`src/sv/pbmi_pkg.sv`:
```
// ----------------------------------------------------------------------------
// pbmi_pkg - shared types and constants for the packet byte mark inserter
// Register indices, reset values and the queue entry / config bundle types.
// ----------------------------------------------------------------------------
`default_nettype none

package pbmi_pkg;

  localparam int unsigned MAX_MARKS  = 4;
  localparam int unsigned BYTE_W     = 8;
  localparam int unsigned POS_W      = 16;
  localparam int unsigned PLACED_W   = 3;
  localparam int unsigned MIDX_W     = 2;
  localparam int unsigned CFG_IDX_W  = 4;
  localparam int unsigned CFG_DATA_W = 16;

  // Register indices
  localparam logic [CFG_IDX_W-1:0] REG_MARK_BYTE_0 = 4'd0;
  localparam logic [CFG_IDX_W-1:0] REG_MARK_BYTE_1 = 4'd1;
  localparam logic [CFG_IDX_W-1:0] REG_MARK_BYTE_2 = 4'd2;
  localparam logic [CFG_IDX_W-1:0] REG_MARK_BYTE_3 = 4'd3;
  localparam logic [CFG_IDX_W-1:0] REG_MARK_POS_0  = 4'd4;
  localparam logic [CFG_IDX_W-1:0] REG_MARK_POS_1  = 4'd5;
  localparam logic [CFG_IDX_W-1:0] REG_MARK_POS_2  = 4'd6;
  localparam logic [CFG_IDX_W-1:0] REG_MARK_POS_3  = 4'd7;

  // Reset values
  localparam logic [BYTE_W-1:0] RST_MARK_BYTE_0 = 8'h73;
  localparam logic [BYTE_W-1:0] RST_MARK_BYTE_1 = 8'h6a;
  localparam logic [BYTE_W-1:0] RST_MARK_BYTE_2 = 8'h73;
  localparam logic [BYTE_W-1:0] RST_MARK_BYTE_3 = 8'h75;
  localparam logic [POS_W-1:0]  RST_MARK_POS_0  = 16'd70;
  localparam logic [POS_W-1:0]  RST_MARK_POS_1  = 16'd65;
  localparam logic [POS_W-1:0]  RST_MARK_POS_2  = 16'd60;
  localparam logic [POS_W-1:0]  RST_MARK_POS_3  = 16'd55;

  localparam logic [POS_W-1:0]  COUNT_MAX = 16'hFFFF;

  typedef struct packed {
    logic [BYTE_W-1:0] data_byte;
    logic              last_byte;
  } entry_t;

  typedef struct packed {
    logic [MAX_MARKS-1:0][BYTE_W-1:0] mark_byte;
    logic [MAX_MARKS-1:0][POS_W-1:0]  mark_pos;
  } mark_cfg_t;

endpackage

`default_nettype wire

```
`src/sv/pbmi_cfg.sv`:
```
// ----------------------------------------------------------------------------
// pbmi_cfg - mark configuration registers
// Four mark bytes and four output offsets, written through a plain port.
// ----------------------------------------------------------------------------
`default_nettype none

module pbmi_cfg
  import pbmi_pkg::*;
(
  input  wire logic                  clk,
  input  wire logic                  rst_n,
  input  wire logic                  cfg_wr_en,
  input  wire logic [CFG_IDX_W-1:0]  cfg_index,
  input  wire logic [CFG_DATA_W-1:0] cfg_wdata,
  output mark_cfg_t                  mark_cfg
);

  mark_cfg_t cfg_r;

  always_ff @(posedge clk) begin
    if (!rst_n) begin
      cfg_r.mark_byte[0] <= RST_MARK_BYTE_0;
      cfg_r.mark_byte[1] <= RST_MARK_BYTE_1;
      cfg_r.mark_byte[2] <= RST_MARK_BYTE_2;
      cfg_r.mark_byte[3] <= RST_MARK_BYTE_3;
      cfg_r.mark_pos[0]  <= RST_MARK_POS_0;
      cfg_r.mark_pos[1]  <= RST_MARK_POS_1;
      cfg_r.mark_pos[2]  <= RST_MARK_POS_2;
      cfg_r.mark_pos[3]  <= RST_MARK_POS_3;
    end else if (cfg_wr_en) begin
      case (cfg_index)
        REG_MARK_BYTE_0: cfg_r.mark_byte[0] <= cfg_wdata[BYTE_W-1:0];
        REG_MARK_BYTE_1: cfg_r.mark_byte[1] <= cfg_wdata[BYTE_W-1:0];
        REG_MARK_BYTE_2: cfg_r.mark_byte[2] <= cfg_wdata[BYTE_W-1:0];
        REG_MARK_BYTE_3: cfg_r.mark_byte[3] <= cfg_wdata[BYTE_W-1:0];
        REG_MARK_POS_0:  cfg_r.mark_pos[0]  <= cfg_wdata[POS_W-1:0];
        REG_MARK_POS_1:  cfg_r.mark_pos[1]  <= cfg_wdata[POS_W-1:0];
        REG_MARK_POS_2:  cfg_r.mark_pos[2]  <= cfg_wdata[POS_W-1:0];
        REG_MARK_POS_3:  cfg_r.mark_pos[3]  <= cfg_wdata[POS_W-1:0];
        default: ; // unknown index: ignored
      endcase
    end
  end

  assign mark_cfg = cfg_r;

endmodule

`default_nettype wire

```
`src/sv/pbmi_queue.sv`:
```
// ----------------------------------------------------------------------------
// pbmi_queue - front end: accepts input requests into a short queue
// Stalls the input only when full, so the back end can pause for marks.
// ----------------------------------------------------------------------------
`default_nettype none

module pbmi_queue
  import pbmi_pkg::*;
#(
  parameter int unsigned DEPTH = 4
) (
  input  wire logic              clk,
  input  wire logic              rst_n,
  input  wire logic              in_valid,
  output logic                   in_stall,
  input  wire logic [BYTE_W-1:0] in_data_byte,
  input  wire logic              in_last_byte,
  output logic                   head_valid,
  output entry_t                 head,
  input  wire logic              pop
);

  localparam int unsigned PTR_W = (DEPTH > 1) ? $clog2(DEPTH) : 1;
  localparam int unsigned CNT_W = $clog2(DEPTH + 1);
  localparam logic [CNT_W-1:0] FULL_CNT = CNT_W'(DEPTH);
  localparam logic [PTR_W-1:0] LAST_PTR = PTR_W'(DEPTH - 1);

  entry_t           mem [DEPTH];
  logic [PTR_W-1:0] wr_ptr_r, rd_ptr_r;
  logic [CNT_W-1:0] fill_r, fill_nxt;
  logic             push, do_pop;

  assign in_stall   = (fill_r == FULL_CNT);
  assign push       = in_valid && !in_stall;
  assign head_valid = (fill_r != '0);
  assign do_pop     = pop && head_valid;
  assign head       = mem[rd_ptr_r];

  always_comb begin
    fill_nxt = fill_r;
    if (push && !do_pop) fill_nxt = fill_r + CNT_W'(1);
    else if (!push && do_pop) fill_nxt = fill_r - CNT_W'(1);
  end

  always_ff @(posedge clk) begin
    if (push) begin
      mem[wr_ptr_r] <= '{data_byte: in_data_byte, last_byte: in_last_byte};
    end
  end

  always_ff @(posedge clk) begin
    if (!rst_n) begin
      wr_ptr_r <= '0;
      rd_ptr_r <= '0;
      fill_r   <= '0;
    end else begin
      fill_r <= fill_nxt;
      if (push) wr_ptr_r <= (wr_ptr_r == LAST_PTR) ? '0 : wr_ptr_r + PTR_W'(1);
      if (do_pop) rd_ptr_r <= (rd_ptr_r == LAST_PTR) ? '0 : rd_ptr_r + PTR_W'(1);
    end
  end

endmodule

`default_nettype wire

```
`src/sv/pbmi_back.sv`:
```
// ----------------------------------------------------------------------------
// pbmi_back - back end: mark sequencer and output register
// A byte per cycle unless stalled: data with marks at offsets, then the rest.
// ----------------------------------------------------------------------------
`default_nettype none

module pbmi_back
  import pbmi_pkg::*;
#(
  parameter int unsigned NUM_MARKS = 4
) (
  input  wire logic              clk,
  input  wire logic              rst_n,
  input  wire mark_cfg_t         mark_cfg,
  input  wire logic              head_valid,
  input  wire entry_t            head,
  output logic                   pop,
  output logic                   out_valid,
  input  wire logic              out_stall,
  output logic [BYTE_W-1:0]      out_byte,
  output logic                   out_is_mark,
  output logic                   out_packet_end,
  output logic                   out_run_end
);

  localparam logic [PLACED_W-1:0] NUM_P  = PLACED_W'(NUM_MARKS);
  localparam logic [PLACED_W-1:0] LAST_P = PLACED_W'(NUM_MARKS - 1);

  typedef enum logic {PH_DATA, PH_TRAIL} phase_t;

  phase_t              phase_r, phase_nxt;
  logic [POS_W-1:0]    count_r, count_nxt, count_inc;
  logic [PLACED_W-1:0] placed_r, placed_nxt;
  logic                out_valid_r, out_valid_nxt;
  logic [BYTE_W-1:0]   byte_r, byte_nxt;
  logic                mark_r, mark_nxt, pend_r, pend_nxt, rend_r, rend_nxt;
  logic                advance, pending, hit;
  logic [MIDX_W-1:0]   midx;

  assign advance   = !out_valid_r || !out_stall;
  assign pending   = (placed_r < NUM_P);
  assign midx      = MIDX_W'(LAST_P - placed_r);
  assign hit       = pending && (mark_cfg.mark_pos[midx] == count_r);
  assign count_inc = (count_r == COUNT_MAX) ? count_r : count_r + POS_W'(1);

  always_comb begin
    phase_nxt     = phase_r;
    count_nxt     = count_r;
    placed_nxt    = placed_r;
    out_valid_nxt = out_valid_r && out_stall;
    byte_nxt      = byte_r;
    mark_nxt      = mark_r;
    pend_nxt      = pend_r;
    rend_nxt      = rend_r;
    pop           = 1'b0;
    if (advance) begin
      case (phase_r)
        PH_TRAIL: begin
          out_valid_nxt = 1'b1;
          byte_nxt      = mark_cfg.mark_byte[midx];
          mark_nxt      = 1'b1;
          if (placed_r == LAST_P) begin
            pend_nxt   = 1'b1;
            rend_nxt   = 1'b1;
            count_nxt  = '0;
            placed_nxt = '0;
            phase_nxt  = PH_DATA;
          end else begin
            pend_nxt   = 1'b0;
            rend_nxt   = 1'b0;
            count_nxt  = count_inc;
            placed_nxt = placed_r + PLACED_W'(1);
          end
        end
        PH_DATA: begin
          if (head_valid) begin
            out_valid_nxt = 1'b1;
            if (hit) begin
              byte_nxt   = mark_cfg.mark_byte[midx];
              mark_nxt   = 1'b1;
              pend_nxt   = 1'b0;
              rend_nxt   = 1'b0;
              count_nxt  = count_inc;
              placed_nxt = placed_r + PLACED_W'(1);
            end else begin
              pop      = 1'b1;
              byte_nxt = head.data_byte;
              mark_nxt = 1'b0;
              if (head.last_byte && pending) begin
                // marks not yet placed follow the last data byte
                pend_nxt  = 1'b0;
                rend_nxt  = 1'b0;
                count_nxt = count_inc;
                phase_nxt = PH_TRAIL;
              end else if (head.last_byte) begin
                pend_nxt   = 1'b1;
                rend_nxt   = 1'b1;
                count_nxt  = '0;
                placed_nxt = '0;
              end else begin
                pend_nxt  = 1'b0;
                rend_nxt  = 1'b1;
                count_nxt = count_inc;
              end
            end
          end
        end
        default: phase_nxt = PH_DATA;
      endcase
    end
  end

  always_ff @(posedge clk) begin
    if (!rst_n) begin
      phase_r     <= PH_DATA;
      count_r     <= '0;
      placed_r    <= '0;
      out_valid_r <= 1'b0;
    end else begin
      phase_r     <= phase_nxt;
      count_r     <= count_nxt;
      placed_r    <= placed_nxt;
      out_valid_r <= out_valid_nxt;
    end
    byte_r <= byte_nxt;
    mark_r <= mark_nxt;
    pend_r <= pend_nxt;
    rend_r <= rend_nxt;
  end

  assign out_valid      = out_valid_r;
  assign out_byte       = byte_r;
  assign out_is_mark    = mark_r;
  assign out_packet_end = pend_r;
  assign out_run_end    = rend_r;

endmodule

`default_nettype wire

```
`src/sv/packet_byte_mark_inserter_top.sv`:
```
// ----------------------------------------------------------------------------
// packet_byte_mark_inserter_top - inserts configured mark bytes into packets
// Input byte stream with end-of-packet flag; marked byte stream out.
// ----------------------------------------------------------------------------
// Usage notes:
//   Input channel (in_*): one packet byte per request, in_last_byte on the
//   final byte. Requests go into a short queue; in_stall rises only when
//   the queue is full.
//   Output channel (out_*): one byte per request. out_is_mark flags an
//   inserted mark, out_packet_end the final byte of the grown packet and
//   out_run_end the last byte caused by a given input request.
//   Config port (cfg_*): single-cycle writes, index 0..3 mark bytes,
//   4..7 mark positions; other indices are ignored. Write only when idle.
//   Path: an input request is registered in the queue, then in the output
//   register. Throughput: one output byte per cycle while out_stall is low,
//   set by the back-end sequencer; an input byte yields its own byte plus
//   each mark inserted before or after it, so N bytes grow to N + NUM_MARKS.
//   Reset (rst_n low, synchronous) empties the queue, clears the counts
//   and restores the default marks. A stalled output holds its byte while
//   the queue keeps accepting until full.
// ----------------------------------------------------------------------------
`default_nettype none

module packet_byte_mark_inserter_top
  import pbmi_pkg::*;
#(
  parameter int unsigned NUM_MARKS   = 4,
  parameter int unsigned QUEUE_DEPTH = 4
) (
  input  wire logic                  clk,
  input  wire logic                  rst_n,
  // input channel
  input  wire logic                  in_valid,
  output logic                       in_stall,
  input  wire logic [BYTE_W-1:0]     in_data_byte,
  input  wire logic                  in_last_byte,
  // output channel
  output logic                       out_valid,
  input  wire logic                  out_stall,
  output logic [BYTE_W-1:0]          out_byte,
  output logic                       out_is_mark,
  output logic                       out_packet_end,
  output logic                       out_run_end,
  // config port
  input  wire logic                  cfg_wr_en,
  input  wire logic [CFG_IDX_W-1:0]  cfg_index,
  input  wire logic [CFG_DATA_W-1:0] cfg_wdata
);

  mark_cfg_t mark_cfg;
  entry_t    head;
  logic      head_valid, pop;

  pbmi_cfg u_cfg (
    .clk       (clk),
    .rst_n     (rst_n),
    .cfg_wr_en (cfg_wr_en),
    .cfg_index (cfg_index),
    .cfg_wdata (cfg_wdata),
    .mark_cfg  (mark_cfg)
  );

  // front: accept and queue requests
  pbmi_queue #(.DEPTH(QUEUE_DEPTH)) u_queue (
    .clk          (clk),
    .rst_n        (rst_n),
    .in_valid     (in_valid),
    .in_stall     (in_stall),
    .in_data_byte (in_data_byte),
    .in_last_byte (in_last_byte),
    .head_valid   (head_valid),
    .head         (head),
    .pop          (pop)
  );

  // back: mark placement and output register
  pbmi_back #(.NUM_MARKS(NUM_MARKS)) u_back (
    .clk            (clk),
    .rst_n          (rst_n),
    .mark_cfg       (mark_cfg),
    .head_valid     (head_valid),
    .head           (head),
    .pop            (pop),
    .out_valid      (out_valid),
    .out_stall      (out_stall),
    .out_byte       (out_byte),
    .out_is_mark    (out_is_mark),
    .out_packet_end (out_packet_end),
    .out_run_end    (out_run_end)
  );

endmodule

`default_nettype wire
```
`config.mk`:
```
export PLATFORM = sky130hd
export DESIGN_NAME = packet_byte_mark_inserter_top
export DESIGN_NICKNAME = d
export VERILOG_FILES = /design/src/sv/pbmi_pkg.sv /design/src/sv/pbmi_cfg.sv /design/src/sv/pbmi_queue.sv /design/src/sv/pbmi_back.sv /design/src/sv/packet_byte_mark_inserter_top.sv
export SDC_FILE = /design/constraint.sdc
export NUM_CORES = 1
export LEC_CHECK = 0
export ABC_AREA = 1
export BUFFER_PORTS_ARGS = -buffer_cell sky130_fd_sc_hd__buf_2
export CORE_MARGIN = 3
export CORE_UTILIZATION = 65
export CTS_CLUSTER_SIZE = 16
export DETAILED_ROUTE_END_ITERATION = 16
export PLACE_DENSITY = 0.94
export SLEW_MARGIN = 20
export SYNTH_ARGS = -nofsm -noshare
export SYNTH_HDL_FRONTEND = slang
export SYNTH_HIERARCHICAL = 1
export SYNTH_SLANG_ARGS = --single-unit
```
`constraint.sdc`:
```
create_clock -name clk -period 4.65 [get_ports clk]
set_input_delay 0.2325 -clock clk [delete_from_list [all_inputs] [get_ports clk]]
set_output_delay 0.2325 -clock clk [all_outputs]
set_load 0.03 [all_outputs]
```
==> flow_metrics.env <==
export IMPL_core_area_um2=12720
export IMPL_power_density_nw_per_um2=540.2
export IMPL_hold_viol=0
export IMPL_syn_nets=1216
export IMPL_layout_min_cycle_time_ns=3.326
export IMPL_firstDrtPassIters=6
export IMPL_drtIter0Drc=915
export IMPL_diodes=0
export IMPL_cts_resized=0
export IMPL_grt_ovfl_total=0
export IMPL_total_power_w=0.005048
export IMPL_grt_max_degree=60
export IMPL_die_w_um=120.7
export IMPL_final_max_slew_viol_count=0
export IMPL_num_vias=7756
export IMPL_drive_gt1_share_pct=11.85
export IMPL_die_area_um2=14580
export IMPL_ioPinCount=47
export IMPL_clk_pin_slew_ns=0.07
export IMPL_yosysSeqAreaShare_pct=45.97
export IMPL_crit_required_ns=4.98
export IMPL_ant_nets=0
export IMPL_yosys_area_top_type="dfxtp_1"
export IMPL_ys_ff_latch=173
export IMPL_antenna_found_initial=0
export IMPL_setup_tns_ns=0
export IMPL_start_util_pct=67.26
export IMPL_clock_fmax_mhz=300.7
export IMPL_period_share_pct=71.53
export IMPL_dieHeight_um=120.7
export IMPL_fin_nets=1239
export IMPL_synthCells=1171
export IMPL_rsz0062_at_grt="false"
export IMPL_grt_pass1_vias=7071
export IMPL_leakage_nw=4.147
export IMPL_max_cap_violations=0
export IMPL_hpwl_um=13290
export IMPL_via_per_inst=5.624
export IMPL_gp_congestion=0.8856
export IMPL_yosysWarningCount=6
export IMPL_num_fill_cells=967
export IMPL_clk_latency_ns=0.44
export IMPL_worst_slew_pin_transition_ns=0.9308
export IMPL_port_buffer_count=46
export IMPL_clock_sinks=173
export IMPL_regArea_um2=3934
export IMPL_setup_viol=0
export IMPL_grt_first_pass_wirelength_um=33420
export IMPL_synth_area_um2=8557
export IMPL_relSlewSlack_pct=37.72
export IMPL_crit_arrival_ns=3.66
export IMPL_htree_levels=4
export IMPL_route_detailed_drc=0
export IMPL_cts_tree="built"
export IMPL_grtUsageTotal_pct=28.53
export IMPL_path_max_fanout=50
export IMPL_clock_path_buffers=2
export IMPL_ys_types=43
export IMPL_startpoint_type="flop"
export IMPL_clock_skew_ns=0.01011
export IMPL_cts_root_buf="clkbuf_16"
export IMPL_cts_buffers=17
export IMPL_timing_hold_ws_ns=0.01288
export IMPL_r2r_slack_ns=1.32
export IMPL_worstHoldPathType="in -> reg"
export IMPL_wire_per_inst_um=14.78
export IMPL_synth_top_cell_area_share_pct=29.48
export IMPL_post_cts_buffers=0
export IMPL_synth_area_leaders="dfxtp_1, nand2_1, edfxtp_1"
export IMPL_drt_wl_total_um=20380
export IMPL_crit_type="reg -> reg"
export IMPL_worst_setup_path_end_kind="flop"
export IMPL_multi_input_area_um2=3943
export IMPL_outcome="finished, final reports clean"
export IMPL_syn2layout_area_growth_pct=9.212
export IMPL_ir_drop_uv=243.6
export IMPL_synth_area_per_cell_um2=7.307
export IMPL_row_count=41
[metal layers]
metal | track usage (%) | part of all wire (%)
met1 | 37.82 | 42
met2 | 46.66 | 48
met3 | 5.472 | 8.7
met4 | 10.62 | 1.9
met5 | 0 | 0
[synthesized netlist by cell type (all sizes together)]
| cell type | instances |
|---|---|
| nand2 | 405 |
| nor2 | 221 |
| dfxtp | 126 |
| nand3 | 104 |
| inv | 88 |
| edfxtp | 47 |
| o21ai | 47 |
| buf | 46 |
| a21oi | 20 |
| o22ai | 17 |
| nand4 | 12 |
| ha | 10 |
| xor2 | 8 |
| nor3 | 7 |
| clkbuf | 4 |
| nand3b | 2 |
| nor4 | 2 |
| a31oi | 1 |
| fa | 1 |
| o211ai | 1 |
| o31ai | 1 |
| or2 | 1 |
[kinds of logic after synthesis]
family / share of synthesized area, %
DFF: 45.97
and+or+nand+nor: 37.18
adders and majority gates: 1.696
xor gates and xnor gates: 0.8189
AOI/OAI and AO/OA: 6.288
buffers and inverters: 8.042
[worst max-delay path: stages, from the launching register on]
cell and delay (ns):
dfxtp_1 0.40, buf_4 0.47, nand2_1 0.13, nand3_1 0.12, nand2_1 0.07, xor2_1 0.15, nand2_1 0.09, nor2_1 0.23
nand3_2 0.16, nand2_2 0.22, nor3_1 0.11, nand2_4 0.10, ha_1 0.17, inv_1 0.07, fa_1 0.37, inv_1 0.07
nand2_1 0.06, nand3_1 0.07, nand2_1 0.05, inv_1 0.05, nor2_1 0.04
[per-stage QoR]
stage | util [%] | worst slack, ns | cells | instance area (um^2)
detailed placement | 68.38 | 1.476 | 1344 | 8700
floorplan | - | 1.999 | 1171 | 8557
CTS | 73.34 | 1.396 | 1378 | 9330
global route | 73.46 | 1.077 | 1379 | 9345
finish | 73.46 | 1.324 | 1379 | 9345
global placement | 68.38 | 1.570 | 1344 | 8700
[flip-flops by register name (all words and copies together), names as in the netlist, named ones only]
signal / count
u_back/count_r: 16
u_back/out_byte: 8
u_back/out_is_mark: 1
u_back/out_packet_end: 1
u_back/out_run_end: 1
u_back/out_valid: 1
u_back/phase_r: 1
u_back/placed_r: 3
u_cfg/mark_cfg: 96
u_queue/fill_r: 3
u_queue/mem: 36
u_queue/rd_ptr_r: 2
u_queue/wr_ptr_r: 2
[worst paths after layout]
kind,startpoint,cells after the start,end
hold / removal,in_data_byte[2],1,u_queue/mem[1][3]
hold reg to reg,u_cfg/mark_cfg[6],2,u_cfg/mark_cfg[6]
setup / recovery,u_back/placed_r[0],20,u_queue/fill_r[2]
setup reg to reg,u_back/placed_r[0],20,u_queue/fill_r[2]
[repair_timing]
item,in CTS,in global routing
hold buffers,2,1
setup endpoints to repair,0,0
hold endpoints to repair,8,1
[report_power, final]
part | internal [W] | switching, W
Combinational | 0.000510 | 0.00120
Clock | 0.000830 | 0.000624
Sequential | 0.00175 | 0.000132
[area by class of cell]
| type | instances | area share (%) |
|---|---|---|
| multi-input cells | 860 | 42.19 |
| flip-flops and latches | 173 | 42.09 |
| clock buffers | 21 | 5.275 |
| inverters | 88 | 3.695 |
| repair buffers | 54 | 3.187 |
| well taps | 172 | 2.303 |
| clock inverters | 11 | 1.259 |
[layout by cell type, fill, tap and decap left out, types with 11 or more instances in the layout]
| master | instances |
|---|---|
| nand3_1 | 99 |
| nor2_2 | 15 |
| buf_2 | 46 |
| edfxtp_1 | 47 |
| o21ai_0 | 43 |
| inv_1 | 79 |
| dfxtp_1 | 126 |
| nand4_1 | 11 |
| a21oi_1 | 18 |
| clkbuf_16 | 19 |
| nand2_1 | 396 |
| nor2_1 | 201 |
(Power assumes the default switching activity.)
